[src/uaf_pkg.sv]
// uaf_pkg: shared types and constants of the UDP amplification filter.
// Holds the table geometry, entry layout, cause codes and FSM states.
// No dependencies; every other file but uaf_ifs imports it.
`default_nettype none

package uaf_pkg;

    // Table geometry: direct-mapped, indexed by the low address bits
    localparam int TABLE_ENTRIES = 1024;
    localparam int TABLE_IDX_W   = $clog2(TABLE_ENTRIES);

    // Configuration port
    localparam int PADDR_W = 3;
    localparam int PDATA_W = 32;
    localparam logic [15:0] RATIO_RESET  = 16'd10;
    localparam logic [31:0] WINDOW_RESET = 32'd1000000000;

    // Header decode constants
    localparam logic [15:0] ETHER_IPV4     = 16'h0800;
    localparam logic [7:0]  PROTO_UDP      = 8'd17;
    localparam logic [13:0] MIN_IPV4_FRAME = 14'd34;
    localparam logic [13:0] ETH_UDP_BYTES  = 14'd22;
    localparam logic [3:0]  MIN_IHL        = 4'd5;

    // Reflector source ports
    localparam logic [15:0] CHARGEN_PORT   = 16'd19;
    localparam logic [15:0] DNS_PORT       = 16'd53;
    localparam logic [15:0] NTP_PORT       = 16'd123;
    localparam logic [15:0] SSDP_PORT      = 16'd1900;
    localparam logic [15:0] MEMCACHED_PORT = 16'd11211;

    // Saturation limits
    localparam logic [31:0] QUERY_MAX = '1;
    localparam logic [47:0] BYTES_MAX = '1;

    typedef enum logic [1:0] {
        CAUSE_NONE      = 2'd0,
        CAUSE_TRACKED   = 2'd1,
        CAUSE_BAD_IHL   = 2'd2,
        CAUSE_AMPLIFIED = 2'd3
    } cause_t;

    typedef enum logic [0:0] {
        REG_RATIO  = 1'b0,
        REG_WINDOW = 1'b1
    } reg_idx_t;

    typedef enum logic [1:0] {
        ST_CLEAR,
        ST_IDLE,
        ST_LOOKUP,
        ST_DECIDE
    } state_t;

    typedef struct packed {
        logic        valid;
        logic [31:0] address;
        logic [31:0] queries;
        logic [47:0] bytes;
        logic [63:0] start;
    } entry_t;

    typedef struct packed {
        logic   tracked;
        logic   drop;
        cause_t cause;
    } cls_t;

    typedef struct packed {
        logic [15:0] ratio_threshold;
        logic [31:0] window_length_ns;
    } cfg_t;

endpackage

`default_nettype wire

[src/uaf_classify.sv]
// uaf_classify: header checks that mark items tracked in the table or drop bad IHL.
// Depends on uaf_pkg.
`default_nettype none

module uaf_classify (
    input  logic [13:0]   frame_bytes,
    input  logic [15:0]   ether_type,
    input  logic [3:0]    header_words,
    input  logic [7:0]    ip_protocol,
    input  logic [15:0]   source_port,
    output uaf_pkg::cls_t cls
);
    import uaf_pkg::*;

    logic        reflector;
    logic [13:0] min_udp_frame;

    // Match reflector source ports
    always_comb
    begin
        case (source_port) inside
            CHARGEN_PORT, DNS_PORT, NTP_PORT, SSDP_PORT, MEMCACHED_PORT:
                reflector = 1'b1;
            default:
                reflector = 1'b0;
        endcase
    end

    // Ethernet + IPv4 header + UDP header
    assign min_udp_frame = ETH_UDP_BYTES + {8'b0, header_words, 2'b00};

    // Walk the checks in priority order
    always_comb
    begin
        cls.tracked = 1'b0;
        cls.drop    = 1'b0;
        cls.cause   = CAUSE_NONE;
        if (ether_type != ETHER_IPV4 || frame_bytes < MIN_IPV4_FRAME)
        begin
            cls.cause = CAUSE_NONE;
        end
        else if (header_words < MIN_IHL)
        begin
            cls.drop  = 1'b1;
            cls.cause = CAUSE_BAD_IHL;
        end
        else if (ip_protocol == PROTO_UDP && frame_bytes >= min_udp_frame && reflector)
        begin
            cls.tracked = 1'b1;
            cls.cause   = CAUSE_TRACKED;
        end
    end

endmodule

`default_nettype wire

[config.mk]
export PLATFORM = sky130hd
export DESIGN_NAME = uaf_classify
export DESIGN_NICKNAME = d
export VERILOG_FILES = /design/src/uaf_pkg.sv /design/src/uaf_classify.sv
export SDC_FILE = /design/constraint.sdc
export NUM_CORES = 1
export LEC_CHECK = 0
export ABC_AREA = 0
export BUFFER_PORTS_ARGS = -buffer_cell sky130_fd_sc_hd__buf_2
export CORE_AREA = 2 2 39 41
export DETAILED_ROUTE_END_ITERATION = 16
export DIE_AREA = 0 0 41 43
export PLACE_DENSITY = 0.86
export SLEW_MARGIN = 10
export SYNTH_ARGS = -nofsm -noshare
export SYNTH_HDL_FRONTEND = slang
export SYNTH_SLANG_ARGS = --single-unit
export TNS_END_PERCENT = 10
[constraint.sdc]
create_clock -name vclk -period 7.8
set_input_delay 1.95 -clock vclk [all_inputs]
set_output_delay 1.95 -clock vclk [all_outputs]
set_load 0.005 [all_outputs]
Word level (Yosys, flattened, before mapping)
Index checks and enable logic that the tools add are counted.

Output and inout bits: 4. Word-level logic and storage cells: 23. Bits of input ports: 58. Register bits: 0.

Eq/ne operators: 7. Muxes and demuxes: 8. Magnitude comparators: 3. Reductions and logical operators: 4. $add $sub $neg: 1.

Operators with widths (count): $eq 16x11->1 const B (1); $eq 16x14->1 const B (1); $eq 16x5->1 const B (1); $eq 16x6->1 const B (1); $eq 16x7->1 const B (1); $ne 16x12->1 const B (1); $ge 14x7->1 (1); $lt 14x6->1 const B (1); $eq 8x5->1 const B (1); $add 5x6->7 const A (1); $mux 2 (3); $mux 1 (5); $reduce_or 5->1 (1); $lt 4x3->1 const B (1); $logic_and 1x1->1 (2); $logic_or 1x1->1 (1).

Depth between registers and ports, before layout
Depth after elaboration: 7. Gate-level depth with buffers: 9. Gate-level depth less buffers: 8.

Worst setup path before layout
Ideal clock, no wire load.

Kind: input to output. From: input port header_words[0]. To: output port cls[3] in the netlist's numbering. Stages on the path: 8. Arrival time: 3297 ps. Path buffers: 1. Setup slack: 2553 ps. Required time: 5850 ps. Path through: ha_1 xor2_1 ha_1 o21ai_0 o21ai_0 o2111ai_1 a221oi_2 buf_4.

RTL lines: start: declaration (RTL line uaf_classify.sv:8) `input logic [3:0] header_words,`; end: declaration (RTL line uaf_classify.sv:11) `output uaf_pkg::cls_t cls`.

==> key figures <==
Outcome
  • Outcome: complete, no violations

Final layout
  • Multi-input gate area: ~400 um^2
  • Most frequent cells in the layout: buf_2 (61), ha_1 (7), inv_1 (6), nor4_1 (6), nand4_1 (4)
  • Commonest non-fill, non-tap cell in the layout: buf_2
  • Register area: 0 um^2
  • Nets: 185
  • FILL cells: 145
  • Final cell count without fillers: 134
  • CLK BUF: 0
  • Share of layout cells above drive strength 1: around 54%
  • Syn-to-layout area delta: 71.5%
  • Diodes inserted: 0
  • Seq_cells: 0

Setup path
  • Critical Path Fanout Max: 4
  • Worst Setup SP: header_words[0]
  • Worst Setup End Kind: primary output
  • Crit path launch type: input pin
  • CP required: 5850 ps
  • Arr. time, crit path: 3530 ps
  • Crit Path Class: in -> out

Die
  • Initial Util: 31.4%
  • Die Ht: 43 um
  • Core ar.: 1380 um^2
  • Total die area: 1760 um^2
  • Row count: 14
  • I/O pin count: 62
  • Die X-Extent: just over 40 um

Placement
  • Cells after DPL: 134
  • Placer congestion estimate: 0.678
  • Dpl hpwl: 1.37 mm
  • Buffers on Ports: a little over 60

Logic synthesis
  • Post-Syn Instances: 59
  • Synth top area share: between 20% and 30%
  • Synth top area cells: ha_1 (20%), nor4_1 (8.6%), nand4_1 (5.8%)
  • Post-synth cell types: 31
  • Average size of a mapped cell: 7.36 um^2
  • Ys Warns: 0
  • Post-Syn Area: 434 um^2
  • Sequential-to-total area share from yosys stat: 0%
  • Area leader, netlist: ha_1
  • Syn nets: approximately 120

Hold path
  • Hold_sp: ip_protocol[6]
  • Worst hold path class: in -> out

Clock tree
  • Post-CTS Resized: 0
  • CTS Hold Bufs: 0
  • # Post-CTS Setup Buffers: 0

Routing
  • Drt initial violations: 3
  • Post-route ant nets: 0
  • Drt total wl: approximately 1.5 mm
  • Total number of vias: 697
  • Routed vias/inst: 5.20
  • WL per Instance: 10.8 um
  • Residual DRC: 0
  • DRT Pass-1 Iters: 4

STA
  • Max Fclk: between 150 and 200 MHz
  • Hold Fails Final Rpt: 0
  • Worst-Margin Slew: 354 ps
  • Fin Setup TNS: 0 ps
  • Slew margin rel.: 76.2%
  • RSZ-0062 raised after global routing: false
  • Minimum clock period after layout: 5480 ps
  • Fin. max-slew vios: 0
  • Final setup fails: 0
  • Final period util: 70.3%

Power
  • Maximum VDD drop: 0.0162 mV
  • Pleak: 0.397 nW
  • Pwr/cell area: 37.4 nW/um^2
  • Power consumption: 0.0279 mW

GRT
  • First-pass GRT wire length: roughly 2.3 mm
  • Initial antenna violation count: 0
  • GRT Overall Usage: 17.3%
  • GRT overflow: 0
  • Vias in the first global route: 638
  • Largest net degree at the start of global routing: 5

Run
  • Max-cap violations: 0
[power by group]
group	internal, mW	total (mW)	leakage [nW]	switching [mW]
Sequential	0	0	0	0
Combinational	0.0158	0.0279	0.397	0.0120
Clock	0	0	0	0
Total	0.0158	0.0279	0.397	0.0120
[per-stage QoR]
step / hold WS [ps] / area (um^2) / utilization (%) / setup WS [ps]
2_1_floorplan: 4040 / 434 / - / 2550
3_3_place_gp: 4270 / 744 / 53.8 / 2360
3_5_place_dp: 4260 / 744 / 53.8 / 2320
4_1_cts: 4260 / 744 / 53.8 / 2320
5_1_grt: 4300 / 744 / 53.8 / 2180
6_report: 4260 / 744 / 53.8 / 2320
[cells by family after synthesis]
logic type	share of synthesized area [%]
compound gates	22.8
xor+xnor	4.04
fa+ha+maj	20.2
buf+inv	8.64
simple gates	44.4
[worst max-delay path, stage by stage]
cell,delay [ps]
buf_2,120
ha_1,210
xor2_1,150
ha_1,260
o21ai_0,60
o21ai_0,150
o2111ai_1,160
a221oi_2,290
buf_2,160
[metal layers]
layer,up-vias,track usage [%],routed length (um)
li1,356,-,-
met1,309,18.7,560
met2,32,34.7,778
met3,0,1.05,114
met4,0,0.667,0
met5,-,0,0
[cell usage after synthesis, types with 2 or more instances]
cell type  number
o21ai_0         3
nor3b_1         2
ha_1            7
nor2_1          3
inv_1           6
buf_4           2
nor4_1          6
nand4_1         4
xor2_1          2
a21oi_1         2
nor4b_1         2
[final timing paths]
check      to  depth (start not counted)
max    cls[3]                          9
min    cls[0]                          5
[layout make-up]
class | count | area share, %
Multi-Input combinational cell | 51 | 53.3
Timing Repair Buffer | 61 | 41.0
Inverter | 6 | 3.03
Tap cell | 16 | 2.69
(Power assumes the default switching activity.)
