`config.mk`:
```
export PLATFORM = sky130hd
export DESIGN_NAME = uaf_update
export DESIGN_NICKNAME = d
export VERILOG_FILES = /design/src/uaf_pkg.sv /design/src/uaf_update.sv
export SDC_FILE = /design/constraint.sdc
export NUM_CORES = 1
export LEC_CHECK = 0
export BUFFER_PORTS_ARGS = -buffer_cell sky130_fd_sc_hd__buf_2
export CAP_MARGIN = 25
export CORE_AREA = 2 2 194 196
export DETAILED_ROUTE_END_ITERATION = 10
export DIE_AREA = 0 0 196 198
export MAX_ROUTING_LAYER = met4
export PLACE_DENSITY_LB_ADDON = 0.15
export SYNTH_ARGS = -nofsm -noshare
export SYNTH_HDL_FRONTEND = slang
export SYNTH_SLANG_ARGS = --single-unit
export TNS_END_PERCENT = 20
```
`constraint.sdc`:
```
create_clock -name vclk -period 7.7
set_input_delay 1.54 -clock vclk [all_inputs]
set_output_delay 1.54 -clock vclk [all_outputs]
set_load 0.01 [all_outputs]
```
`src/uaf_pkg.sv`:
```
// uaf_pkg: shared types and constants of the UDP amplification filter.
// Holds the table geometry, entry layout, cause codes and FSM states.
// No dependencies; every other file but uaf_ifs imports it.
`default_nettype none

package uaf_pkg;

    // Table geometry: direct-mapped, indexed by the low address bits
    localparam int TABLE_ENTRIES = 1024;
    localparam int TABLE_IDX_W   = $clog2(TABLE_ENTRIES);

    // Configuration port
    localparam int PADDR_W = 3;
    localparam int PDATA_W = 32;
    localparam logic [15:0] RATIO_RESET  = 16'd10;
    localparam logic [31:0] WINDOW_RESET = 32'd1000000000;

    // Header decode constants
    localparam logic [15:0] ETHER_IPV4     = 16'h0800;
    localparam logic [7:0]  PROTO_UDP      = 8'd17;
    localparam logic [13:0] MIN_IPV4_FRAME = 14'd34;
    localparam logic [13:0] ETH_UDP_BYTES  = 14'd22;
    localparam logic [3:0]  MIN_IHL        = 4'd5;

    // Reflector source ports
    localparam logic [15:0] CHARGEN_PORT   = 16'd19;
    localparam logic [15:0] DNS_PORT       = 16'd53;
    localparam logic [15:0] NTP_PORT       = 16'd123;
    localparam logic [15:0] SSDP_PORT      = 16'd1900;
    localparam logic [15:0] MEMCACHED_PORT = 16'd11211;

    // Saturation limits
    localparam logic [31:0] QUERY_MAX = '1;
    localparam logic [47:0] BYTES_MAX = '1;

    typedef enum logic [1:0] {
        CAUSE_NONE      = 2'd0,
        CAUSE_TRACKED   = 2'd1,
        CAUSE_BAD_IHL   = 2'd2,
        CAUSE_AMPLIFIED = 2'd3
    } cause_t;

    typedef enum logic [0:0] {
        REG_RATIO  = 1'b0,
        REG_WINDOW = 1'b1
    } reg_idx_t;

    typedef enum logic [1:0] {
        ST_CLEAR,
        ST_IDLE,
        ST_LOOKUP,
        ST_DECIDE
    } state_t;

    typedef struct packed {
        logic        valid;
        logic [31:0] address;
        logic [31:0] queries;
        logic [47:0] bytes;
        logic [63:0] start;
    } entry_t;

    typedef struct packed {
        logic   tracked;
        logic   drop;
        cause_t cause;
    } cls_t;

    typedef struct packed {
        logic [15:0] ratio_threshold;
        logic [31:0] window_length_ns;
    } cfg_t;

endpackage

`default_nettype wire

```
`src/uaf_update.sv`:
```
// uaf_update: next value of a table entry for a tracked item (install on miss
// or expired window, else saturating count and byte growth). Depends on uaf_pkg.
`default_nettype none

module uaf_update (
    input  uaf_pkg::entry_t old_entry,
    input  logic [31:0]     address,
    input  logic [15:0]     udp_length,
    input  logic [63:0]     now_ns,
    input  logic [31:0]     window_length_ns,
    output uaf_pkg::entry_t upd_entry,
    output logic            restart
);
    import uaf_pkg::*;

    logic        hit;
    logic [63:0] elapsed;
    logic        expired;
    logic [31:0] queries_inc;
    logic [48:0] bytes_sum;
    logic [47:0] bytes_sat;

    // Tag match and window age (timestamps wrap)
    assign hit     = old_entry.valid && (old_entry.address == address);
    assign elapsed = now_ns - old_entry.start;
    assign expired = elapsed >= {32'b0, window_length_ns};
    assign restart = !hit || expired;

    // Saturating growth
    assign queries_inc = (old_entry.queries == QUERY_MAX) ? QUERY_MAX
                                                          : old_entry.queries + 32'd1;
    assign bytes_sum   = {1'b0, old_entry.bytes} + {33'b0, udp_length};
    assign bytes_sat   = bytes_sum[48] ? BYTES_MAX : bytes_sum[47:0];

    always_comb
    begin
        upd_entry.valid   = 1'b1;
        upd_entry.address = address;
        if (restart)
        begin
            upd_entry.queries = 32'd1;
            upd_entry.bytes   = {32'b0, udp_length};
            upd_entry.start   = now_ns;
        end
        else
        begin
            upd_entry.queries = queries_inc;
            upd_entry.bytes   = bytes_sat;
            upd_entry.start   = old_entry.start;
        end
    end

endmodule

`default_nettype wire

```
; ---- Word level (Yosys, flattened, before mapping)
; Index checks and enable logic that the tools add are counted.
[word_totals]
reg_bits = 0
out_inout_bits = 178
elab_cells = 12
[classes]
reduce_logical = 3
n_addsub = 3
muxes = 3
n_lt_le_gt_ge = 1
eq_ne = 2
[op_table]
columns = operator, count
row1 = $mux 144, 1
row2 = $ge 64x32->1, 1
row3 = $sub 64x64->64, 1
row4 = $add 48x16->49, 1
row5 = $mux 48, 1
row6 = $add 32x1->32 const B, 1
row7 = $eq 32x32->1, 1
row8 = $eq 32x32->1 const B, 1
row9 = $mux 32, 1
row10 = $logic_and 1x1->1, 1
row11 = $logic_not 1->1, 1
row12 = $logic_or 1x1->1, 1

; ---- Depth between registers and ports, before layout
; Gate-level depths: netlist of the first run.
[logic_depth]
depth_word = 5
mapped_depth = 26
depth_no_buf = 24

; ---- Worst setup path after synthesis of the first run
; No wires, ideal clock.
[synth_path]
kind = input port to output port
start = input port now_ns[0]
end = output port upd_entry[110] (netlist bit)
path_slack_ns = -0.277
path_buffers = 2
path_stages = 26
arrival_time_ns = 6.437
cell_sequence = inv_1 -> ha_1 -> inv_1 -> fa_1 -> a211o_1 -> a211o_1 -> a31oi_2 -> and2_1 -> nor2_1 -> nor2_1 -> xnor2_1 -> ha_1 -> o21ai_0 -> o21ai_0 -> o211ai_1 -> a21oi_1 -> a2111oi_0 -> a21o_1 -> o2111a_1 -> nand4_1 -> or4_1 -> nor4_4 -> inv_2 -> buf_4 -> buf_2 -> a211oi_1
[synth_lines]
columns = element, line
row1 = start: declaration, uaf_update.sv:9  ; input logic [63:0] now_ns,
row2 = end: declaration, uaf_update.sv:11  ; output uaf_pkg::entry_t upd_entry,

==> flow_summary.json, run 1 <==
{
  "ys_types": 72,
  "cp-endpoint": "upd_entry[15]",
  "fin_crit_ns": 8.24,
  "antenna_found_initial": 6,
  "die_x_microns": 196,
  "yosys_warnings": 0,
  "hold_path_class": "primary input to output pin",
  "finalWeightedCongestion": 0.919,
  "fin_nets": 2408,
  "nClkBuffers": 0,
  "path_max_fanout": 9,
  "cp.required_ns": 6.16,
  "hpwl_microns": 38200,
  "dr.first_iter.drc_count": 593,
  "netlist_area_sq_um": 9170,
  "fin_tns_setup_ns": -61.03,
  "grt_pass1_vias": 12000,
  "power.internal_mw": 0.435,
  "gr-total-overflow": 0,
  "switchingPower_mw": 0.502,
  "die-area_sq_um": 38800,
  "io_buffers": 498,
  "slew_headroom": 0.384,
  "drt_wl_total_microns": 43600,
  "leakage_nw": 7.07,
  "ff_latch_area_sq_um": 0,
  "layout-drive-gt1-share": 0.405,
  "syn_inst": 1384,
  "setup_viol": 145,
  "path_class": "primary input to output pin",
  "dr.pass1.iters": 5,
  "pre_cts_slack_ns": -0.922,
  "grtUsageTotal": 0.213,
  "rows": 71,
  "cp-startpoint": "now_ns[0]",
  "start_util": 0.248,
  "drv_cap": 0,
  "powerDensity_nw_per_um2": 67.2,
  "p_clk_frac": 0,
  "grt_max_degree": 37,
  "core_sq_um": 37000,
  "io_pins": 499,
  "seqPwrFrac": 0,
  "grt_pass1_wl_microns": 64300,
  "fmax_mhz": 121,
  "maxSlewViolCount": 0,
  "swShare": 0.535,
  "crit_arrival_ns": 6.70,
  "ys_seq_area_frac": 0,
  "setup_ws_ns": -0.539,
  "antenna_left": 0,
  "violations": "setup timing",
  "drc_errors": 0,
  "mostFrequentLayoutCells": "buf_2 (465), buf_4 (159), nand2_1 (131), inv_1 (120), ha_1 (111)",
  "avgSynthCellArea_sq_um": 6.63,
  "vias_per_cell": 4.99,
  "end_kind": "output pin",
  "tightest_slew_ns": 0.921,
  "hold_viol": 0,
  "areaGrowthSynthToFinish_pct": 52.1,
  "run_status": "finished, violations left",
  "die_y_microns": 198,
  "fin_crit_sh": 1.07,
  "startpoint_type": "primary input",
  "seq_cells": 0,
  "final_common_cell": "buf_2",
  "p_comb_frac": 1.000,
  "ir_drop_v": 0.0000282,
  "drt-wirelength-per-cell_microns": 17.8,
  "synth_fp_nets": 1819,
  "vias": 12200,
  "cts_hold_buf": 0,
  "rsz0062_at_grt": "yes"
}
==> cell type report <==
cell class,instances,area (sq um)
fillers,4068,23000
diodes,6,15.0
well taps,474,593
multi-input cells,1179,8710
repair buffers,669,4150
inverters,123,477
==> Yosys cell counts, drive strengths merged, types with 5 or more instances <==
cell	n	area share
a2111oi	5	0.0048
a211o	6	0.0057
a211oi	18	0.015
a21boi	7	0.0057
a21o	35	0.029
a21oi	157	0.086
a31oi	16	0.012
and2	5	0.0034
and3	19	0.013
and4	7	0.0067
buf	54	0.038
clkbuf	28	0.011
ha	112	0.15
inv	123	0.050
mux2	80	0.098
mux2i	5	0.0055
nand2	132	0.054
nand2b	15	0.010
nand3	36	0.020
nand4	56	0.038
nor2	101	0.041
nor2b	11	0.0075
nor3	27	0.015
nor4	13	0.011
o211ai	10	0.0082
o21a	16	0.013
o21ai	81	0.044
o21bai	7	0.0057
o31ai	5	0.0041
xnor2	55	0.053
xor2	89	0.085
==> critical path, stage by stage <==
cell and delay [ns]:
buf_8 0.10, inv_4 0.04, ha_4 0.13, inv_2 0.04
fa_2 0.33, a211o_1 0.28, a211o_1 0.34, buf_4 0.15
a21boi_1 0.22, buf_4 0.15, xnor2_1 0.12, ha_1 0.28
nand2_1 0.08, nor2_1 0.05, a211oi_2 0.23, o211ai_1 0.11
o21ai_1 0.21, a21o_1 0.22, o2111a_1 0.22, nand4_1 0.10
or4_4 0.51, nor4_4 0.29, buf_6 0.18, inv_12 0.08
buf_12 0.13, buf_16 0.13, mux2_4 0.30, buf_6 0.12
==> how the worst min path moves through the flow <==
stage / from / to / cells after the start
detailed placement: address[5] / upd_entry[149] / 2
CTS: address[5] / upd_entry[149] / 2
floorplan: address[0] / upd_entry[144] / 1
global route: address[16] / upd_entry[160] / 2
finish: address[30] / upd_entry[174] / 2
global placement: address[5] / upd_entry[149] / 2
==> layer usage <==
metal,track usage,vias to the layer above,wire [microns]
li1,-,6147,-
met1,0.255,5639,18800
met4,0.0488,0,1150
met5,-,-,0
met2,0.395,400,22000
met3,0.00749,50,1620
==> metrics by stage <==
| stage | instances | power, mW | hold WS, ns | cell area (sq um) | util |
|---|---|---|---|---|---|
| floorplan | 1384 | 0.511 | 3.17 | 9240 | - |
| global placement | 2437 | 0.899 | 3.29 | 13200 | 0.356 |
| detailed placement | 2437 | 0.901 | 3.29 | 13200 | 0.356 |
| CTS | 2444 | 0.922 | 3.29 | 13700 | 0.370 |
| global route | 2451 | 1.04 | 3.30 | 13900 | 0.377 |
| finish | 2451 | 0.937 | 3.29 | 13900 | 0.377 |
==> kinds of logic after synthesis <==
kind of cell	after synthesis	synth area share
simple gates	438	0.233
compound gates	397	0.268
buf+inv	205	0.100
xor+xnor	144	0.138
fa+ha+maj	114	0.157
mux	85	0.104
other cells	1	0.000409
==> power by group through the flow <==
stage               Combinational [mW]    Clock, mW  Sequential, mW
floorplan                        0.511            0               0
global placement                 0.899            0               0
detailed placement               0.901            0               0
CTS                              0.922            0               0
global route                      1.04  0.000000104               0
finish                           0.937  0.000000104               0
==> repair_timing <==
| action | CTS | global route |
|---|---|---|
| endpoints found under the setup margin | 145 | 145 |
| pin swaps | 7 | 8 |
| resized for setup | 101 | 60 |
| gates cloned | 3 | 1 |
| endpoints found under the hold margin | 0 | 0 |
| buffers inserted | 4 | 0 |
Note: power is estimated with default switching activity, not from simulation.
==> run 2, diff against run 1 <==
--- a/config.mk
+++ b/config.mk
@@ -7,11 +7,14 @@
 export LEC_CHECK = 0
 export BUFFER_PORTS_ARGS = -buffer_cell sky130_fd_sc_hd__buf_2
 export CAP_MARGIN = 25
-export CORE_AREA = 2 2 194 196
+export CELL_PAD_IN_SITES_DETAIL_PLACEMENT = 2
+export CELL_PAD_IN_SITES_GLOBAL_PLACEMENT = 2
+export CORE_MARGIN = 1
+export CORE_UTILIZATION = 21
 export DETAILED_ROUTE_END_ITERATION = 10
-export DIE_AREA = 0 0 196 198
 export MAX_ROUTING_LAYER = met4
 export PLACE_DENSITY_LB_ADDON = 0.15
+export SKIP_LAST_GASP = 1
 export SYNTH_ARGS = -nofsm -noshare
 export SYNTH_HDL_FRONTEND = slang
 export SYNTH_SLANG_ARGS = --single-unit
==> flow_summary.json, run 2 (synthesis gave the netlist of run 1 again) <==
{
  "run_status": "finished, violations left",
  "violations": "setup timing",
  "layout-drive-gt1-share": 0.393,
  "io_pins": 499,
  "fin_crit_ns": 8.29,
  "io_buffers": 498,
  "start_util": 0.213,
  "hold_ws_ns": 3.29,
  "crit_path_top_delay_cell": "or4_4",
  "core_sq_um": 43100,
  "fin_crit_sh": 1.08,
  "leakage_nw": 7.26,
  "rsz0062_at_grt": "yes",
  "vias": 12500,
  "vias_per_cell": 4.86,
  "gr-total-overflow": 0,
  "powerDensity_nw_per_um2": 69.5,
  "slew_headroom": 0.372,
  "fillers": 5215,
  "crit_arrival_ns": 6.75,
  "hpwl_microns": 43300,
  "nClkBuffers": 0,
  "cpPeakStageDelay_ns": 0.51,
  "die-area_sq_um": 44500,
  "total_power_mw": 0.990,
  "setup_viol": 145,
  "cp.required_ns": 6.16,
  "grt_pass1_vias": 13300,
  "rows": 76,
  "grt_pass1_wl_microns": 74600,
  "cp-endpoint": "upd_entry[32]",
  "drc_errors": 0,
  "die_x_microns": 211,
  "hold_path_class": "primary input to output pin",
  "path_max_fanout": 8,
  "drt-wirelength-per-cell_microns": 19.4,
  "fin_nets": 2423,
  "areaGrowthSynthToFinish_pct": 55.3,
  "dr.pass1.iters": 4,
  "seq_cells": 0,
  "dr.first_iter.drc_count": 405,
  "hold_viol": 0,
  "setup_ws_ns": -0.591,
  "antenna_found_initial": 2,
  "ir_drop_v": 0.0000171,
  "cp-startpoint": "now_ns[0]",
  "path_class": "primary input to output pin",
  "drt_wl_total_microns": 49900,
  "antenna_left": 0,
  "end_kind": "output pin",
  "fin_tns_setup_ns": -69.38,
  "final_common_cell": "buf_2",
  "drv_cap": 0,
  "tightest_slew_ns": 0.931,
  "fmax_mhz": 121,
  "mostFrequentLayoutCells": "buf_2 (455), buf_4 (169), a21oi_1 (148), nand2_1 (131), inv_1 (120)",
  "finalWeightedCongestion": 0.879,
  "die_y_microns": 211,
  "utilization": 0.331,
  "maxSlewViolCount": 0,
  "ff_latch_area_sq_um": 0,
  "grtUsageTotal": 0.215,
  "startpoint_type": "primary input",
  "grt_max_degree": 43
}
## run 2: critical path, delay by kind of cell
family / cells / cell delay, ns
simple gates: 6 / 1.08
mux: 1 / 0.31
buf+inv: 8 / 0.80
xor+xnor: 1 / 0.13
fa+ha+maj: 3 / 0.72
compound gates: 10 / 2.11
## run 2: worst min path at each step
| stage | from | end | slack (ns) | cells after the start |
|---|---|---|---|---|
| after floorplan | address[0] | upd_entry[144] | 3.17 | 1 |
| after global placement | address[19] | upd_entry[163] | 3.29 | 2 |
| after detailed placement | address[19] | upd_entry[163] | 3.29 | 2 |
| after CTS | address[19] | upd_entry[163] | 3.29 | 2 |
| after global routing | address[8] | upd_entry[152] | 3.30 | 2 |
| final | address[19] | upd_entry[163] | 3.29 | 2 |
## run 2: per-layer routing
metal / share of wire / wire length [microns] / global-route usage / vias up
met5: 0 / 0 / - / -
met2: 0.50 / 25000 / 0.382 / 304
met4: 0.015 / 769 / 0.0375 / 0
met3: 0.028 / 1400 / 0.0104 / 32
li1: - / - / - / 6166
met1: 0.46 / 22800 / 0.271 / 5992
## run 2: cell type report
| class | instances | area [sq um] | share of cell area |
|---|---|---|---|
| inverter | 123 | 477 | 0.0335 |
| timing repair buffer | 684 | 4390 | 0.309 |
| tap | 585 | 732 | 0.0514 |
| multi-input combinational | 1179 | 8630 | 0.606 |
| antenna | 2 | 5.00 | 0.000351 |
## run 2: what timing repair did
action / in CTS / in global routing
setup endpoints to repair: 145 / 145
hold buffers: 0 / 0
pin swaps: 9 / 8
buffers inserted: 7 / 8
endpoints found under the hold margin: 0 / 0
cloned: 3 / 3
gates resized for setup: 71 / 75
## run 2: through the flow
| step | instance area [sq um] | cells | worst slack, ns |
|---|---|---|---|
| 6_report | 14200 | 2573 | -0.591 |
| 5_1_grt | 14200 | 2573 | -0.919 |
| 4_1_cts | 13700 | 2560 | -0.677 |
| 3_5_place_dp | 13300 | 2550 | -1.08 |
| 3_3_place_gp | 13300 | 2550 | -1.02 |
| 2_1_floorplan | 9240 | 1384 | 0.00348 |
## run 2: where the power goes
group	internal, mW	leakage (nW)	total [mW]	switching (mW)
clock	0.0000000350	0.0000127	0.0000000350	0
combinational	0.456	7.26	0.990	0.535
sequential	0	0	0	0
total	0.456	7.26	0.990	0.535
==> run 3, diff against run 2 <==
--- a/config.mk
+++ b/config.mk
@@ -13,7 +13,7 @@
 export CORE_UTILIZATION = 21
 export DETAILED_ROUTE_END_ITERATION = 10
 export MAX_ROUTING_LAYER = met4
-export PLACE_DENSITY_LB_ADDON = 0.15
+export PLACE_DENSITY_LB_ADDON = 0.1
 export SKIP_LAST_GASP = 1
 export SYNTH_ARGS = -nofsm -noshare
 export SYNTH_HDL_FRONTEND = slang
==> flow_summary.json, run 3 (synthesis gave the netlist of run 1 again) <==
{
  "wl_met3_microns": 1220,
  "cts_hold_buf": 0,
  "utilization": 0.323,
  "hold_viol": 0,
  "drv_cap": 0,
  "multi_input_area_sq_um": 8540,
  "total_power_mw": 0.967,
  "mostFrequentLayoutCells": "buf_2 (477), buf_4 (161), a21oi_1 (152), nand2_1 (131), inv_1 (120)",
  "setup_viol": 145,
  "drt-wirelength-per-cell_microns": 18.9,
  "antenna_found_initial": 7,
  "hold_path_class": "primary input to output pin",
  "die_y_microns": 211,
  "setup_ws_ns": -0.588,
  "grtUsageTotal": 0.211,
  "cp.required_ns": 6.16,
  "hold_ws_ns": 3.29,
  "path_class": "primary input to output pin",
  "fillers": 5265,
  "dr.pass1.iters": 4,
  "nClkBuffers": 0,
  "dp.cells": 2543,
  "fin_crit_ns": 8.29,
  "drc_errors": 0,
  "cp-endpoint": "upd_entry[71]",
  "layout-drive-gt1-share": 0.386,
  "areaGrowthSynthToFinish_pct": 51.9,
  "maxSlewViolCount": 0,
  "vias": 12400,
  "grt_max_degree": 31,
  "hpwl_microns": 42900,
  "dr.first_iter.drc_count": 377,
  "core_sq_um": 43100,
  "ir_drop_v": 0.0000183,
  "slew_headroom": 0.424,
  "tightest_slew_ns": 0.854,
  "fin_nets": 2414,
  "wl_met2_microns": 25400,
  "drt_wl_total_microns": 48600,
  "grt_pass1_vias": 13500,
  "io_buffers": 498,
  "startpoint_type": "primary input",
  "path_max_fanout": 10,
  "crit_arrival_ns": 6.75,
  "vias_per_cell": 4.84,
  "ff_latch_area_sq_um": 0,
  "grt_pass1_wl_microns": 73500,
  "final_cells": 2569,
  "end_kind": "output pin",
  "finalWeightedCongestion": 0.836,
  "gr-total-overflow": 0,
  "violations": "setup timing",
  "final_common_cell": "buf_2",
  "fin_crit_sh": 1.08,
  "io_pins": 499,
  "start_util": 0.213,
  "top_layer_used": "met4",
  "rows": 76,
  "die-area_sq_um": 44500,
  "die_x_microns": 211,
  "cp-startpoint": "now_ns[0]",
  "fmax_mhz": 121,
  "routedLengthMet1_microns": 21600,
  "powerDensity_nw_per_um2": 69.4,
  "antenna_left": 0,
  "run_status": "finished, violations left",
  "seq_cells": 0,
  "hold_start": "address[16]",
  "leakage_nw": 7.08,
  "rsz0062_at_grt": "yes"
}
[run 3: cell types whose count changed in the layout (fill, tap and decap cells not counted), sizes merged]
cell and delta:
buf -10, diode +5, inv +1
[run 3: how the worst min path moves through the flow]
stage | endpoint | slack (ns) | cells past startpoint
3_5_place_dp | upd_entry[147] | 3.29 | 2
4_1_cts | upd_entry[147] | 3.29 | 2
3_3_place_gp | upd_entry[164] | 3.29 | 2
6_report | upd_entry[160] | 3.29 | 2
2_1_floorplan | upd_entry[144] | 3.17 | 1
5_1_grt | upd_entry[149] | 3.30 | 2
[run 3: repair_timing]
action / 4_1_cts / 5_1_grt
gates resized for setup: 55 / 37
cloned: 3 / 3
setup endpoints to repair: 145 / 145
pin swaps: 9 / 2
buffers inserted: 7 / 6
[run 3: power by group]
| part | switching, mW | internal (mW) | total (mW) | leakage, nW |
|---|---|---|---|---|
| combinational | 0.524 | 0.443 | 0.967 | 7.08 |
| clock | 0 | 0.000000122 | 0.000000122 | 0.0000444 |
| sequential | 0 | 0 | 0 | 0 |
[run 3: layout make-up]
cell class | instances | share of cell area
Antenna cell | 7 | 0.00126
Inverter | 123 | 0.0345
Multi-Input combinational cell | 1179 | 0.613
Tap cell | 585 | 0.0525
Timing Repair Buffer | 674 | 0.298
Timing Repair inverter | 1 | 0.000629
[run 3: metrics by stage]
step	setup TNS (ns)	area (sq um)	setup slack, ns
after floorplan	0	9240	0.00348
after global placement	-116.25	13300	-0.954
after detailed placement	-141.63	13300	-1.11
after CTS	-65.96	13600	-0.603
after global routing	-99.48	13900	-0.825
final	-62.14	13900	-0.588
[run 3: per-layer routing]
layer | vias to the layer above | global-route usage
li1 | 6152 | -
met1 | 6006 | 0.256
met2 | 263 | 0.392
met3 | 24 | 0.00833
met4 | 0 | 0.0300
met5 | - | -
[run 3: worst max-delay path: stages]
cell and delay (ns):
buf_8 0.10, inv_4 0.05, ha_4 0.13, inv_2 0.04, fa_2 0.35, a211o_1 0.29
a211o_1 0.31, a31oi_2 0.18, and2_4 0.20, nor2_4 0.04, nor2_4 0.09, xnor2_2 0.13
ha_1 0.28, o21ai_1 0.13, o21ai_1 0.08, o211ai_1 0.12, a21oi_2 0.10, a2111oi_2 0.33
a21o_1 0.24, o2111a_1 0.23, nand4_1 0.10, or4_4 0.50, nor4_4 0.15, buf_6 0.19
buf_6 0.16, clkbuf_16 0.17, mux2_2 0.33, buf_2 0.14
