### src/uaf_pkg.sv
// uaf_pkg: shared types and constants of the UDP amplification filter.
// Holds the table geometry, entry layout, cause codes and FSM states.
// No dependencies; every other file but uaf_ifs imports it.
`default_nettype none

package uaf_pkg;

    // Table geometry: direct-mapped, indexed by the low address bits
    localparam int TABLE_ENTRIES = 1024;
    localparam int TABLE_IDX_W   = $clog2(TABLE_ENTRIES);

    // Configuration port
    localparam int PADDR_W = 3;
    localparam int PDATA_W = 32;
    localparam logic [15:0] RATIO_RESET  = 16'd10;
    localparam logic [31:0] WINDOW_RESET = 32'd1000000000;

    // Header decode constants
    localparam logic [15:0] ETHER_IPV4     = 16'h0800;
    localparam logic [7:0]  PROTO_UDP      = 8'd17;
    localparam logic [13:0] MIN_IPV4_FRAME = 14'd34;
    localparam logic [13:0] ETH_UDP_BYTES  = 14'd22;
    localparam logic [3:0]  MIN_IHL        = 4'd5;

    // Reflector source ports
    localparam logic [15:0] CHARGEN_PORT   = 16'd19;
    localparam logic [15:0] DNS_PORT       = 16'd53;
    localparam logic [15:0] NTP_PORT       = 16'd123;
    localparam logic [15:0] SSDP_PORT      = 16'd1900;
    localparam logic [15:0] MEMCACHED_PORT = 16'd11211;

    // Saturation limits
    localparam logic [31:0] QUERY_MAX = '1;
    localparam logic [47:0] BYTES_MAX = '1;

    typedef enum logic [1:0] {
        CAUSE_NONE      = 2'd0,
        CAUSE_TRACKED   = 2'd1,
        CAUSE_BAD_IHL   = 2'd2,
        CAUSE_AMPLIFIED = 2'd3
    } cause_t;

    typedef enum logic [0:0] {
        REG_RATIO  = 1'b0,
        REG_WINDOW = 1'b1
    } reg_idx_t;

    typedef enum logic [1:0] {
        ST_CLEAR,
        ST_IDLE,
        ST_LOOKUP,
        ST_DECIDE
    } state_t;

    typedef struct packed {
        logic        valid;
        logic [31:0] address;
        logic [31:0] queries;
        logic [47:0] bytes;
        logic [63:0] start;
    } entry_t;

    typedef struct packed {
        logic   tracked;
        logic   drop;
        cause_t cause;
    } cls_t;

    typedef struct packed {
        logic [15:0] ratio_threshold;
        logic [31:0] window_length_ns;
    } cfg_t;

endpackage

`default_nettype wire

### src/uaf_regs.sv
// uaf_regs: APB register file holding ratio_threshold and window_length_ns.
// Depends on uaf_pkg.
`default_nettype none

module uaf_regs (
    input  logic                         clk,
    input  logic                         rst_n,
    input  logic                         psel,
    input  logic                         penable,
    input  logic                         pwrite,
    input  logic [uaf_pkg::PADDR_W-1:0]  paddr,
    input  logic [uaf_pkg::PDATA_W-1:0]  pwdata,
    output logic [uaf_pkg::PDATA_W-1:0]  prdata,
    output logic                         pready,
    output uaf_pkg::cfg_t                cfg
);
    import uaf_pkg::*;

    logic [15:0] ratio_reg;
    logic [31:0] window_reg;
    logic        wr_en;
    reg_idx_t    idx;

    // Registers are word aligned; bit 2 selects the register
    assign idx    = reg_idx_t'(paddr[2]);
    assign pready = 1'b1;
    assign wr_en  = psel && penable && pwrite && pready;

    // Write on the access phase
    always_ff @(posedge clk or negedge rst_n)
    begin
        if (!rst_n)
        begin
            ratio_reg  <= RATIO_RESET;
            window_reg <= WINDOW_RESET;
        end
        else if (wr_en)
        begin
            unique case (idx)
                REG_RATIO:  ratio_reg  <= pwdata[15:0];
                REG_WINDOW: window_reg <= pwdata[31:0];
                default:    ratio_reg  <= ratio_reg;
            endcase
        end
    end

    // Read back
    always_comb
    begin
        unique case (idx)
            REG_RATIO:  prdata = {16'b0, ratio_reg};
            REG_WINDOW: prdata = window_reg;
            default:    prdata = '0;
        endcase
    end

    assign cfg.ratio_threshold  = ratio_reg;
    assign cfg.window_length_ns = window_reg;

endmodule

`default_nettype wire

### config.mk
export PLATFORM = sky130hd
export DESIGN_NAME = uaf_regs
export DESIGN_NICKNAME = d
export VERILOG_FILES = /design/src/uaf_pkg.sv /design/src/uaf_regs.sv
export SDC_FILE = /design/constraint.sdc
export NUM_CORES = 1
export LEC_CHECK = 0
export ABC_AREA = 1
export BUFFER_PORTS_ARGS = -buffer_cell sky130_fd_sc_hd__buf_4
export CORE_AREA = 8 8 90 92
export DETAILED_ROUTE_END_ITERATION = 12
export DIE_AREA = 0 0 98 100
export HOLD_SLACK_MARGIN = 0.1
export MAX_ROUTING_LAYER = met4
export SLEW_MARGIN = 5
export SYNTH_ARGS = -nofsm -noshare
export SYNTH_HDL_FRONTEND = slang
export SYNTH_SLANG_ARGS = --single-unit
### constraint.sdc
create_clock -name clk -period 1 [get_ports clk]
set_clock_uncertainty 0.2 [all_clocks]
set_input_delay 0.1 -clock clk [delete_from_list [all_inputs] [get_ports clk]]
set_output_delay 0.1 -clock clk [all_outputs]
set_load 0.02 [all_outputs]
; ---- Word level (Yosys, flattened, before mapping)
; Cells that the tools add are included.
[word_totals]
reg_bits = 48
out_inout_bits = 81
[classes]
n_mux = 1
bitwise = 1
reduce_logical = 4
[op_table]
columns = cell, n
row1 = 32-bit one-hot mux with 2 select lines, 1
row2 = 2-bit AND reduction, 2
row3 = 1-bit logical AND, 2
row4 = 1-bit inverter, 1

; ---- Logic depth before layout (Yosys ltp)
; Gate-level depths: netlist of the first run.
[depth]
ltp_word = 3
mapped_depth = 6

; ---- Worst setup path before layout of the first run
; OpenSTA, ideal clock, no wires.
[synth_timing]
path_kind = flip-flop to output port
start = register ratio_reg[1]
end = output port prdata[1] (netlist name)
arrival_ps = 807
required_ps = 700
path_slack_ps = -107
path_stages_with_launch = 3
cell_sequence = dfstp_2 -> nand2_1 -> nand2_1
[synth_via]
elab_chain_len = 1
[synth_lines]
columns = element, line_no
row1 = from (decl), uaf_regs.sv:19  ; logic [15:0] ratio_reg;
row2 = from (signal assigned), uaf_regs.sv:40  ; REG_RATIO: ratio_reg <= pwdata[15:0];
row3 = from (signal assigned), uaf_regs.sv:42  ; default: ratio_reg <= ratio_reg;
row4 = 32-bit one-hot mux with 2 select lines, uaf_regs.sv:50  ; unique case (idx)
row5 = to (decl), uaf_regs.sv:13  ; output logic [uaf_pkg::PDATA_W-1:0] prdata,
; No other way between the ends.

; ---- Worst setup path after layout of the first run
[layout_timing]
start = register window_reg[15]
end = output port prdata[15] (netlist name)
[layout_via]
elab_chain_len = 1
[layout_lines]
columns = element, line_no
row1 = from (decl), uaf_regs.sv:20  ; logic [31:0] window_reg;
row2 = from (signal assigned), uaf_regs.sv:41  ; REG_WINDOW: window_reg <= pwdata[31:0];
row3 = 32-bit one-hot mux with 2 select lines, uaf_regs.sv:50
; No other way between the ends.

==> results.txt, run 1 <==
The run finished, with violations left. The checks that failed: negative hold slack, negative setup slack. The number of top-level pins came out at 121. The H-tree was split into 2 levels. The total area inside the core boundary comes to 0.00664 mm².

The worst hold path begins at paddr[2]. The endpoint of the most critical register-to-register path was window_reg[27]$_DFFE_PN1P_. Along the worst path, the maximum fanout reaches 3. The global-route layer with the greatest usage is met2. The proportion of layout cells with a drive suffix above 1 was 0.458. Class of the most critical setup path: register to output pin.

The number of slew-limit violations in the final report was 0. For this run, the slowest stage of the critical path takes 0.57 ns. For this run, the leading register cell type out of synthesis is dfrtp_1. The final period utilization was 1.39; the share of flip-flops with an asynchronous set or reset after synthesis was 1.00. The most numerous cell type found on the critical path is nand2_2. Standard cell with the maximum stage delay on the critical path: dfstp_2. Die height: 100 µm. The first detailed-routing pass took 4 iterations. The worst hold path was traced through 3 stages.

Top cell type's share of synthesized area: 0.364. The run gives 2643 as the number of global-route vias before repair. Dividing the detail-routed wire length by the instance count gives 14.4 µm.

The finished cells cover 0.00444 mm². The Yosys step of the flow raised 0 warnings. Met2 usage: 0.262.

The mean post-synth cell area was 7.60 µm². The switching fraction of total power came out at 0.355. Dividing total power by cell area gives a power density of 1680 mW/mm².

The area growth from synthesis to layout is 95.5%. The clock transition at the register clock pins on the worst setup and hold paths after CTS was 0.09 ns. The run gives 0.0415 as the routing usage on met3. Setup repair after global routing could not meet its margin everywhere. Sorting the synthesized cells by area gives the leading types as dfrtp_1 36%, nand2_1 27%, dfstp_2 17%, nand3_1 11%, inv_1 2.8%. When the netlist entered floorplanning its net count stood at 339. The cell-internal power is 4820 µW.

The fraction of the yosys area taken by sequential cells is 0.537, and the number of flip-flops and latches in the synthesized netlist is 48. The tools report the number of antenna diodes as 0. Hold repair after CTS inserted 33 buffers.

The run gives 15 as the post-synthesis cell type count. After synthesis, the most frequently instantiated cells are 161 x nand2_1, 48 x nand3_1, 33 x dfrtp_1, 17 x inv_1, 15 x dfstp_2. In this run the remaining antenna-violating nets after routing total 0. The portion of total power attributed to combinational logic is 0.481.

Yosys instantiated no cell more often than nand2_1. Counting flops with a built-in enable in the synthesized netlist gives 0. The clock network fraction of total power was 0.148. Across the VDD grid, the largest voltage drop is 0.730 mV. The initial antenna violation count was 0. Clock tree synthesis selected as its root buffer the cell clkbuf_8.

The number of clock buffers added by TritonCTS is 5. The synthesized design spends more area on one cell type than any other, namely dfrtp_1. Endpoint class of the critical path: an output pin. The logs give -0.12 ns for the setup slack of the most critical reg-to-reg path and 1.09 ns for the signal arrival time at the worst endpoint. For the final standard cell utilization of the core, the log shows 0.668. The non-filler instance count after layout came out at 569. The buffer levels on the longest clock path is 2. Global routing finished with a remaining overflow of 0. The later pin in the worst-skew pair is clocked with a latency of 0.29 ns. The minimum clock period after layout is 1.39 ns. The number of cells on the worst reg-to-reg path was 4. The number of buffer and inverter stages on the critical path works out to 1. The signal on the critical path passes through nand2_2 -> nand2_2 -> buf_6. The logs give 0.743 for the weighted congestion at the end of routability-driven global placement and 5200 µm for the sum of net half-perimeters after detailed placement. Setup violations remaining at the end of the flow were counted as 88.

The number of placed instances, taps included, is 495. Summing all placed instances gives a cell area of 0.00335 mm². For this design the static power due to leakage is 0.00242 µW. Count of nets after finishing: 528. After detailed routing, the number of remaining DRC violations is 0.

TritonCTS built the clock tree. In this design, the largest share of critical-path delay is due to flip-flops. The startpoint of the worst register-to-register path is window_reg[27]$_DFFE_PN1P_.

Across the run, the number of max-cap violations was 0. The logs give 2597 for the number of vias in the routed layout and 0.342 for the effective utilization at floorplan. After technology mapping, the gate count stands at 299. The tightest min-delay check is of the input port to register type. The worst hold path terminates at window_reg[7]$_DFFE_PN0P_. The logs give 48 for the clock net sink count and -21.84 ns for the accumulated negative setup slack. The initialized floorplan defines 30 standard-cell rows. The detailed router's first-iteration violation count is 83.

The number of flip-flops under the largest register name was 32; the required arrival time at the worst endpoint was 0.70 ns. The number of hold violations in the final report was 1. Relative contribution of sequential cells to total power: 0.371. The first global-routing pass estimated 13200 µm of wire.

The via density per instance was 4.56; the critical path depth in cells was 3. For this block, the routed nets add up to 8180 µm of wire. The logs give -0.391 ns for the post-route worst setup slack and 0.00227 mm² for the cell area after technology mapping. Global-route usage over all layers: 0.166. The die is 98 µm wide. The fmax was 0.719 GHz.

The number of port buffers was 117. The switching power is 2650 µW, and the met1 demand-to-capacity share in global routing is 0.213. The kind of start point of the critical path is a register. The die covers 0.00980 mm². Entering global routing, the biggest net connects 37 pins.

Final hold slack: -0.117 ns.
[per-layer routing]
layer  up-vias  share of wire
met1      1213           0.45
met3         7          0.057
met2        86           0.49
met5         -              0
met4         0         0.0077
li1       1291              -
[stage by stage]
step                hold WS (ns)  setup WS [ns]  power [µW]
floorplan                 -0.396        -0.0632        3960
global placement          -0.219         -0.115        5240
detailed placement        -0.214         -0.141        5280
CTS                       -0.129         -0.404        7030
global route             -0.0904         -0.443        7880
finish                    -0.117         -0.391        7480
[worst max path at each step]
stage | startpoint | endpoint
after global placement | paddr[2] | prdata[9]
after global routing | window_reg[19]$_DFFE_PN1P_ | prdata[19]
after detailed placement | paddr[2] | ratio_reg[2]$_DFFE_PN0P_
final | window_reg[15]$_DFFE_PN1P_ | prdata[15]
after CTS | window_reg[9]$_DFFE_PN1P_ | prdata[9]
after floorplan | ratio_reg[1]$_DFFE_PN1P_ | prdata[1]
[logic make-up after synthesis]
logic type | synth area share
other | 0.00165
flip-flops | 0.537
buffers and inverters | 0.0782
AND/OR/NAND/NOR | 0.383
[layout make-up]
cell class / instances / area, µm²
Clock buffer: 7 / 76.3
Clock inverter: 1 / 5.00
Fill cell: 531 / 2200
Inverter: 18 / 67.6
Multi-Input combinational cell: 213 / 928
Sequential cell: 48 / 1220
Tap cell: 80 / 100
Timing Repair Buffer: 202 / 2040
[repair_timing]
item,in CTS,in global routing
pin swaps,15,13
buffers inserted,7,27
gates resized for setup,82,39
hold endpoints to repair,96,13
endpoints found under the setup margin,83,86
[cells in the final DEF, fill, tap and decap left out, drive strengths merged]
master,count
buf,169
nand2,161
nand3,48
dlygate4sd3,33
dfrtp,33
inv,18
dfstp,15
clkbuf,7
nand4,2
nor2,1
conb,1
clkinv,1
[tightest hold or removal path, stage by stage]
cell and delay, ns:
buf_4 0.12, nand3_1 0.07, nand2_1 0.06
[power by group through the flow]
| stage | Clock [µW] | Sequential [µW] | Combinational (µW) |
|---|---|---|---|
| 2_1_floorplan | 0 | 3140 | 819 |
| 3_3_place_gp | 0 | 2730 | 2510 |
| 3_5_place_dp | 0 | 2730 | 2550 |
| 4_1_cts | 1150 | 2770 | 3110 |
| 5_1_grt | 1210 | 2820 | 3850 |
| 6_report | 1110 | 2770 | 3590 |
No activity file was read; power rests on OpenSTA's default activity.
==> inputs of run 2 (changes only) <==
ABC_AREA = 0   (was 1)
CORE_AREA = 2 2 83 85   (was 8 8 90 92)
DIE_AREA = 0 0 85 87   (was 0 0 98 100)
==> results.txt, run 2 <==
The top cell type's share of synthesized area was 0.375 (+0.0109). In the post-synthesis netlist, the biggest area contributors are dfrtp_1 37%, mux2_2 27%, dfstp_2 18%, mux2_4 6.8%, and2_1 4.5%. The number of antenna diodes came out at 0 (unchanged). The flow ran to the end, but the final reports show violations.

The clock net sink count is 48 (unchanged), and the effective utilization at floorplan is 0.336 (-0.00619). The pin count of the biggest net entering global routing was 19 (-49%). The final-layout fill cell count is 442 (-17%), and the via density per instance is 4.47 (-2.0%).

Setup repair after global routing could not meet its margin everywhere. The tools report the fmax as 0.696 GHz (-3.2%). The run gives 0 (unchanged) as the max-cap check violation count. Wire length of the first global-routing pass: 10000 µm (-24%).

The clock transition at the register clock pins on the worst setup and hold paths after CTS works out to 0.09 ns (about the same). The power density of the placed cells was 1990 mW/mm² (+18%). The run gives 0 (unchanged) as the total grt overflow.

The number of flip-flops under the largest register name works out to 32 (unchanged). The most used flip-flop cell after synthesis is dfrtp_1. The proportion of layout cells with a drive suffix above 1 works out to 0.893 (+0.435).

The die height was 87 µm (-13%); the detailed router's first-iteration violation count was 35 (-58%). Number of instances in the placed design: 364 (-26%). The post-synthesis cell type count was 13 (-2). The kind of start point of the critical path is a register. The mean post-synth cell area works out to 15.7 µm² (+110%). Endpoint class of the critical path: an output pin.

The required arrival time at the worst endpoint is 0.70 ns (about the same), and the area added between synthesis and finish is 117%. The biggest area contributor in the post-synthesis netlist is dfrtp_1. The logs give 118 (+34%) for the final number of setup-violating endpoints and 0.00657 mm² (-1.1%) for the standard cell core area. The tools report the fraction of the yosys area taken by sequential cells as 0.553 (+0.0162). The run gives 0 (unchanged) as the count of warnings emitted by yosys. The cell sitting at the root of the clock tree is a clkbuf_8. The total routed wirelength was 6840 µm (-16%). The logs give -0.437 ns (-0.0461 ns) for the post-route worst setup slack and 0.00220 mm² (-2.9%) for the cell area after technology mapping. TritonCTS built the clock tree.

The tools report the sum of net half-perimeters after detailed placement as 4100 µm (-21%). The average wire per standard cell is 16.0 µm (+11%). The commonest cells after synthesis are 52 x mux2_2, 33 x dfrtp_1, 16 x and2_1, 15 x dfstp_2, 10 x mux2_4.

The count of standard-cell rows was 30 (unchanged). For the global-route usage over all layers, the log shows 0.178 (+0.0116). For the first-pass detailed-route iteration total, the log shows 4 (unchanged). Number of vias in the routed layout: 1910 (-26%). In this run the worst hold path is classified as input port to register. The combined area of the multi-input logic cells was 0.00113 mm² (+22%). The latest clock arrival within the worst-skew pair was 0.30 ns (about the same). The non-filler instance count after layout came out at 427 (-25%). The run gives 35 (+34) as the number of hold violations in the final report. The number of cells traversed by the worst hold path works out to 2 (-1).

The signal arrival time at the worst endpoint was 1.14 ns (+0.05 ns); the number of port buffers was 117 (unchanged). The number of enable flip-flop cells after synthesis is 0 (unchanged), and the weighted congestion at the end of routability-driven global placement is 0.673 (-9.4%). The number of cells on the worst reg-to-reg path was 4 (unchanged); the share of flip-flops with an asynchronous set or reset after synthesis was 1.00 (unchanged).

For the H-tree depth, the log shows 2 (unchanged). Class of the most critical setup path: register to output pin. The maximum fanout along the worst path was 2 (-1). The number of nets with antenna violations after detailed routing was 0 (unchanged). The remaining routing DRC violations is 0 (unchanged).

Buffer levels on the longest clock path: 2 (unchanged). The number of top-level pins was 121 (unchanged). The most frequent cell after synthesis is mux2_2. The leakage power was 0.00247 µW (+2.1%). The checks that failed: negative hold slack, negative setup slack. The minimum clock period after layout works out to 1.44 ns (+0.0461 ns). The die width was 85 µm (-13%); the highest ir drop seen on vdd was 1.12 mV (+53%). The run gives 0.00123 mm² (+0.92%) as the sequential cell area in the final layout. The logs give 0 (unchanged) for the initial antenna violation count and 0 (unchanged) for the number of slew-limit violations in the final report. Final hold slack: -0.173 ns (-0.0567 ns). The count of nets after finishing was 386 (-27%); the synthesized netlist net count was 180 (-47%).

Leaving out fill and tap cells, the most frequent cell in the layout is buf_6. The post-route cell area was 0.00479 mm² (+7.8%); the final period utilization was 1.44 (+0.0461). The logs give 140 (-53%) for the instance count of the mapped netlist and 1964 (-26%) for the number of global-route vias before repair. In the layout the commonest cells are 144 x buf_6, 60 x mux2_4, 46 x buf_4. The number of flip-flops and latches in the synthesized netlist is 48 (unchanged), and the cell area reported after detailed placement is 0.00362 mm² (+7.9%). The die footprint is 0.00740 mm² (-25%), and the number of buffers created by CTS is 5 (unchanged).
run 2: changes by cell type after synthesis, sizes merged, moves of 4 or more:
cell / previous run / this run
mux2: 0 / 64
nand3: 48 / 0
inv: 18 / 0
and2: 0 / 16
clkbuf: 5 / 1
nand2: 161 / 0
buf: 15 / 8
run 2: critical path, stage by stage (launching register included):
cell	delay [ns]
dfrtp_2	0.42
mux2_2	0.28
buf_6	0.14
run 2: logic make-up (layout without fill, tap and decap cells):
logic type,count (synthesis),after routing,synth area share
flops,48,48,0.553
other cells,1,1,0.00170
simple gates,18,18,0.0658
mux,64,64,0.344
buf+inv,9,216,0.0352
run 2: cell type report:
type	instances	area share
Clock buffer	5	0.0144
Clock inverter	3	0.00889
Multi-Input combinational cell	83	0.237
Sequential cell	48	0.257
Tap cell	80	0.0209
Timing Repair Buffer	208	0.462
run 2: final timing paths:
kind,to,startpoint,slack (ns)
min in group asynchronous,window_reg[13]$_DFFE_PN0P_,rst_n,0.01
hold reg to reg,window_reg[18]$_DFFE_PN0P_,window_reg[18]$_DFFE_PN0P_,0.36
setup reg to reg,window_reg[14]$_DFFE_PN1P_,window_reg[14]$_DFFE_PN1P_,-0.21
hold / removal,window_reg[21]$_DFFE_PN0P_,pwdata[21],-0.17
max in group asynchronous,window_reg[24]$_DFFE_PN1P_,rst_n,0.15
setup / recovery,prdata[13],ratio_reg[13]$_DFFE_PN0P_,-0.44
run 2: stage by stage:
stage / worst slack (ns) / util / hold slack, ns / power (µW) / setup TNS (ns)
5_1_grt: -0.482 / 0.729 / -0.193 / 9970 / -33.93
3_3_place_gp: -0.248 / 0.551 / -0.221 / 6330 / -13.37
4_1_cts: -0.440 / 0.690 / -0.186 / 9090 / -29.08
6_report: -0.437 / 0.729 / -0.173 / 9530 / -30.09
2_1_floorplan: -0.221 / - / -0.396 / 4640 / -7.89
3_5_place_dp: -0.262 / 0.551 / -0.217 / 6360 / -14.10
run 2: power breakdown:
group,leakage [µW],total [µW],internal [µW],switching (µW)
logic,0.00188,5270,3350,1920
registers,0.000544,2860,2490,378
clock network,0.0000541,1400,740,655
total,0.00247,9530,6580,2950
run 2: repair_timing:
action / 4_1_cts / 5_1_grt
hold endpoints to repair: 96 / 47
setup endpoints to repair: 95 / 121
resized for setup: 134 / 48
pin swaps: 14 / 2
setup buffers: 28 / 36
hold buffers: 12 / 1
run 2: routing by layer:
| metal | part of all wire | wire length, µm | vias up | global-route usage |
|---|---|---|---|---|
| li1 | - | - | 897 | - |
| met1 | 0.43 | 2940 | 925 | 0.237 |
| met2 | 0.50 | 3440 | 82 | 0.277 |
| met3 | 0.057 | 387 | 6 | 0.0427 |
| met4 | 0.011 | 74 | 0 | 0.0433 |
| met5 | 0 | 0 | - | - |
==> inputs of run 3 (changes only) <==
CORE_AREA = 2 2 71 99   (was 2 2 83 85)
DIE_AREA = 0 0 73 101   (was 0 0 85 87)
==> results.txt, run 3 (synthesis results as in run 2) <==
The number of cells on the worst reg-to-reg path is 3 (-1), and the total grt overflow is 0 (unchanged). The sequential cell area in the final layout is 0.00123 mm² (unchanged). The clock net sink count is 48 (unchanged).

The top cell types in the final layout, fill and taps aside, are 132 x buf_6, 59 x mux2_4, 47 x buf_4. For the number of buffers created by CTS, the log shows 5 (unchanged). The die height came out at 101 µm (+16%).

The worst setup path is launched from a register. The sum of net half-perimeters after detailed placement is 4190 µm (+2.2%). The worst register-to-register path ends at ratio_reg[12]$_DFFE_PN0P_.

The die width was 73 µm (-14%). The logs give 23 (+4) for the pin count of the biggest net entering global routing and 41 (+17%) for the number of hold violations in the final report. From synthesis to final layout, the design area changed by 110%. The class of the tightest hold or removal check is input port to register. The accumulated negative setup slack came out at -28.46 ns (+1.63 ns).

The power density of the placed cells was 1970 mW/mm² (-0.96%). The final hold slack is -0.163 ns (+0.0105 ns), and the max-cap check violation count is 0 (unchanged). The signal arrival time at the worst endpoint was 1.13 ns (about the same); the count of standard-cell rows was 35 (+17%). Wire length of the first global-routing pass: 10200 µm (+1.9%). The number of cells traversed by the worst hold path came out at 2 (unchanged). The run finished, with violations left. Number of nets with antenna violations after detailed routing: 0 (unchanged). Final period utilization: 1.43 (-0.00219). The detailed router's first-iteration violation count came out at 44 (+26%). The tools report the endpoint class of the critical path as an output pin. The buffer levels on the longest clock path was 2 (unchanged); the final-layout fill cell count was 445 (+0.68%). Setup slack of the most critical reg-to-reg path: -0.20 ns (about the same). The worst setup path is of the register to output pin kind.

The latest clock arrival within the worst-skew pair was 0.29 ns (about the same). The tools report the number of instances in the placed design as 344 (-5.5%). The remaining routing DRC violations is 0 (unchanged). The number of antenna diodes is 0 (unchanged), and the effective utilization at floorplan is 0.338 (+0.00225). In this run the clock root is driven by a clkbuf_8. TritonCTS built the clock tree.

For the die footprint, the log shows 0.00737 mm² (-0.30%). The count of nets after finishing came out at 374 (-3.1%). The global-route usage over all layers was 0.185 (+0.00698).

The logs give -0.435 ns (+0.00219 ns) for the post-route worst setup slack and 0.70 ns (about the same) for the required arrival time at the worst endpoint. The library cell used most frequently in the layout, excluding fill and tap cells, is buf_6. The via density per instance is 4.61 (+3.1%). In this run the critical register-to-register path is launched from ratio_reg[12]$_DFFE_PN0P_. The startpoint identified for the worst hold timing path is pwdata[22]. The non-filler instance count after layout is 409 (-4.2%), and the first-pass detailed-route iteration total is 2 (-2).

The number of top-level pins is 121 (unchanged). The number of slew-limit violations in the final report was 0 (unchanged). The tools report the combined area of the multi-input logic cells as 0.00113 mm² (-0.33%). Final number of setup-violating endpoints: 119 (+0.85%).

Proportion of layout cells with a drive suffix above 1: 0.890 (-0.00382). The average wire per standard cell was 16.5 µm (+2.8%). Setup repair after global routing could not meet its margin everywhere.

The tools report the leakage power as 0.00242 µW (-2.4%). The clock transition at the register clock pins on the worst setup and hold paths after CTS works out to 0.08 ns (about the same). The minimum clock period after layout was 1.43 ns (-0.00219 ns); the weighted congestion at the end of routability-driven global placement was 0.730 (+8.5%). The tools report the fmax as 0.697 GHz (+0.15%).

The number of port buffers works out to 117 (unchanged). The maximum fanout along the worst path is 2 (unchanged). End point of the most critical hold path: window_reg[22]$_DFFE_PN0P_. The H-tree depth is 2 (unchanged).

The checks that failed: negative hold slack, negative setup slack. The number of flip-flops under the largest register name is 32 (unchanged), and the number of global-route vias before repair is 2081 (+6.0%). Number of vias in the routed layout: 1887 (-1.2%). The standard cell core area is 0.00653 mm² (-0.67%).

The initial antenna violation count was 0 (unchanged); the highest ir drop seen on vdd was 1.29 mV (+16%). Final standard cell utilization of the core: 0.710 (-0.0189). The total routed wirelength was 6740 µm (-1.5%).
-- run 3: cell types whose count changed in the layout (fill, tap and decap cells not counted), sizes merged --
cell / delta
dlymetal6s4s: +2
clkinvlp: -1
dlygate4sd3: -3
buf: -11
bufinv: -1
clkbuf: +3
clkinv: -1
-- run 3: how the worst max path moves through the flow --
stage | from | endpoint | slack (ns) | cells past startpoint
finish | ratio_reg[15]$_DFFE_PN0P_ | prdata[15] | -0.43 | 2
global route | window_reg[9]$_DFFE_PN1P_ | prdata[9] | -0.47 | 2
CTS | ratio_reg[15]$_DFFE_PN0P_ | prdata[15] | -0.44 | 2
detailed placement | pwrite | window_reg[18]$_DFFE_PN0P_ | -0.23 | 4
global placement | paddr[2] | ratio_reg[13]$_DFFE_PN0P_ | -0.22 | 4
floorplan | paddr[2] | ratio_reg[0]$_DFFE_PN0P_ | -0.22 | 4
-- run 3: repair_timing --
item | 4_1_cts | 5_1_grt
resized for setup | 138 | 34
gates cloned | 0 | 0
setup endpoints to repair | 87 | 121
hold buffers | 10 | 1
buffers inserted | 41 | 22
endpoints found under the hold margin | 96 | 46
pin swaps | 12 | 0
-- run 3: final cells by class --
cell class	instances	area share
Tap cell	74	0.0200
Multi-Input combinational cell	83	0.244
Sequential cell	48	0.266
Timing Repair Buffer	196	0.448
Clock buffer	8	0.0216
-- run 3: worst max-delay path: stages, from the launching register on --
cell     delay [ns]
dfrtp_2        0.43
mux2_4         0.28
buf_6          0.13
-- run 3: per-stage QoR --
step | hold WS (ns) | area, µm² | setup slack (ns) | total power [µW]
after global routing | -0.183 | 4630 | -0.471 | 9570
after global placement | -0.253 | 3500 | -0.224 | 6150
after detailed placement | -0.250 | 3500 | -0.230 | 6180
after CTS | -0.178 | 4510 | -0.442 | 8970
final | -0.163 | 4630 | -0.435 | 9130
after floorplan | -0.396 | 2390 | -0.221 | 4640
-- run 3: routing by layer --
metal / global-route usage / vias to the layer above / wire length (µm)
met5: - / - / 0
met4: 0.0385 / 0 / 42
met3: 0.0390 / 4 / 408
met2: 0.322 / 81 / 3560
met1: 0.218 / 929 / 2730
li1: - / 873 / -
-- run 3: power by group --
group          switching [µW]  leakage [µW]  internal, µW
registers                 404      0.000544          2490
clock network             612     0.0000515           632
logic                    1850       0.00182          3150
total                    2860       0.00242          6270
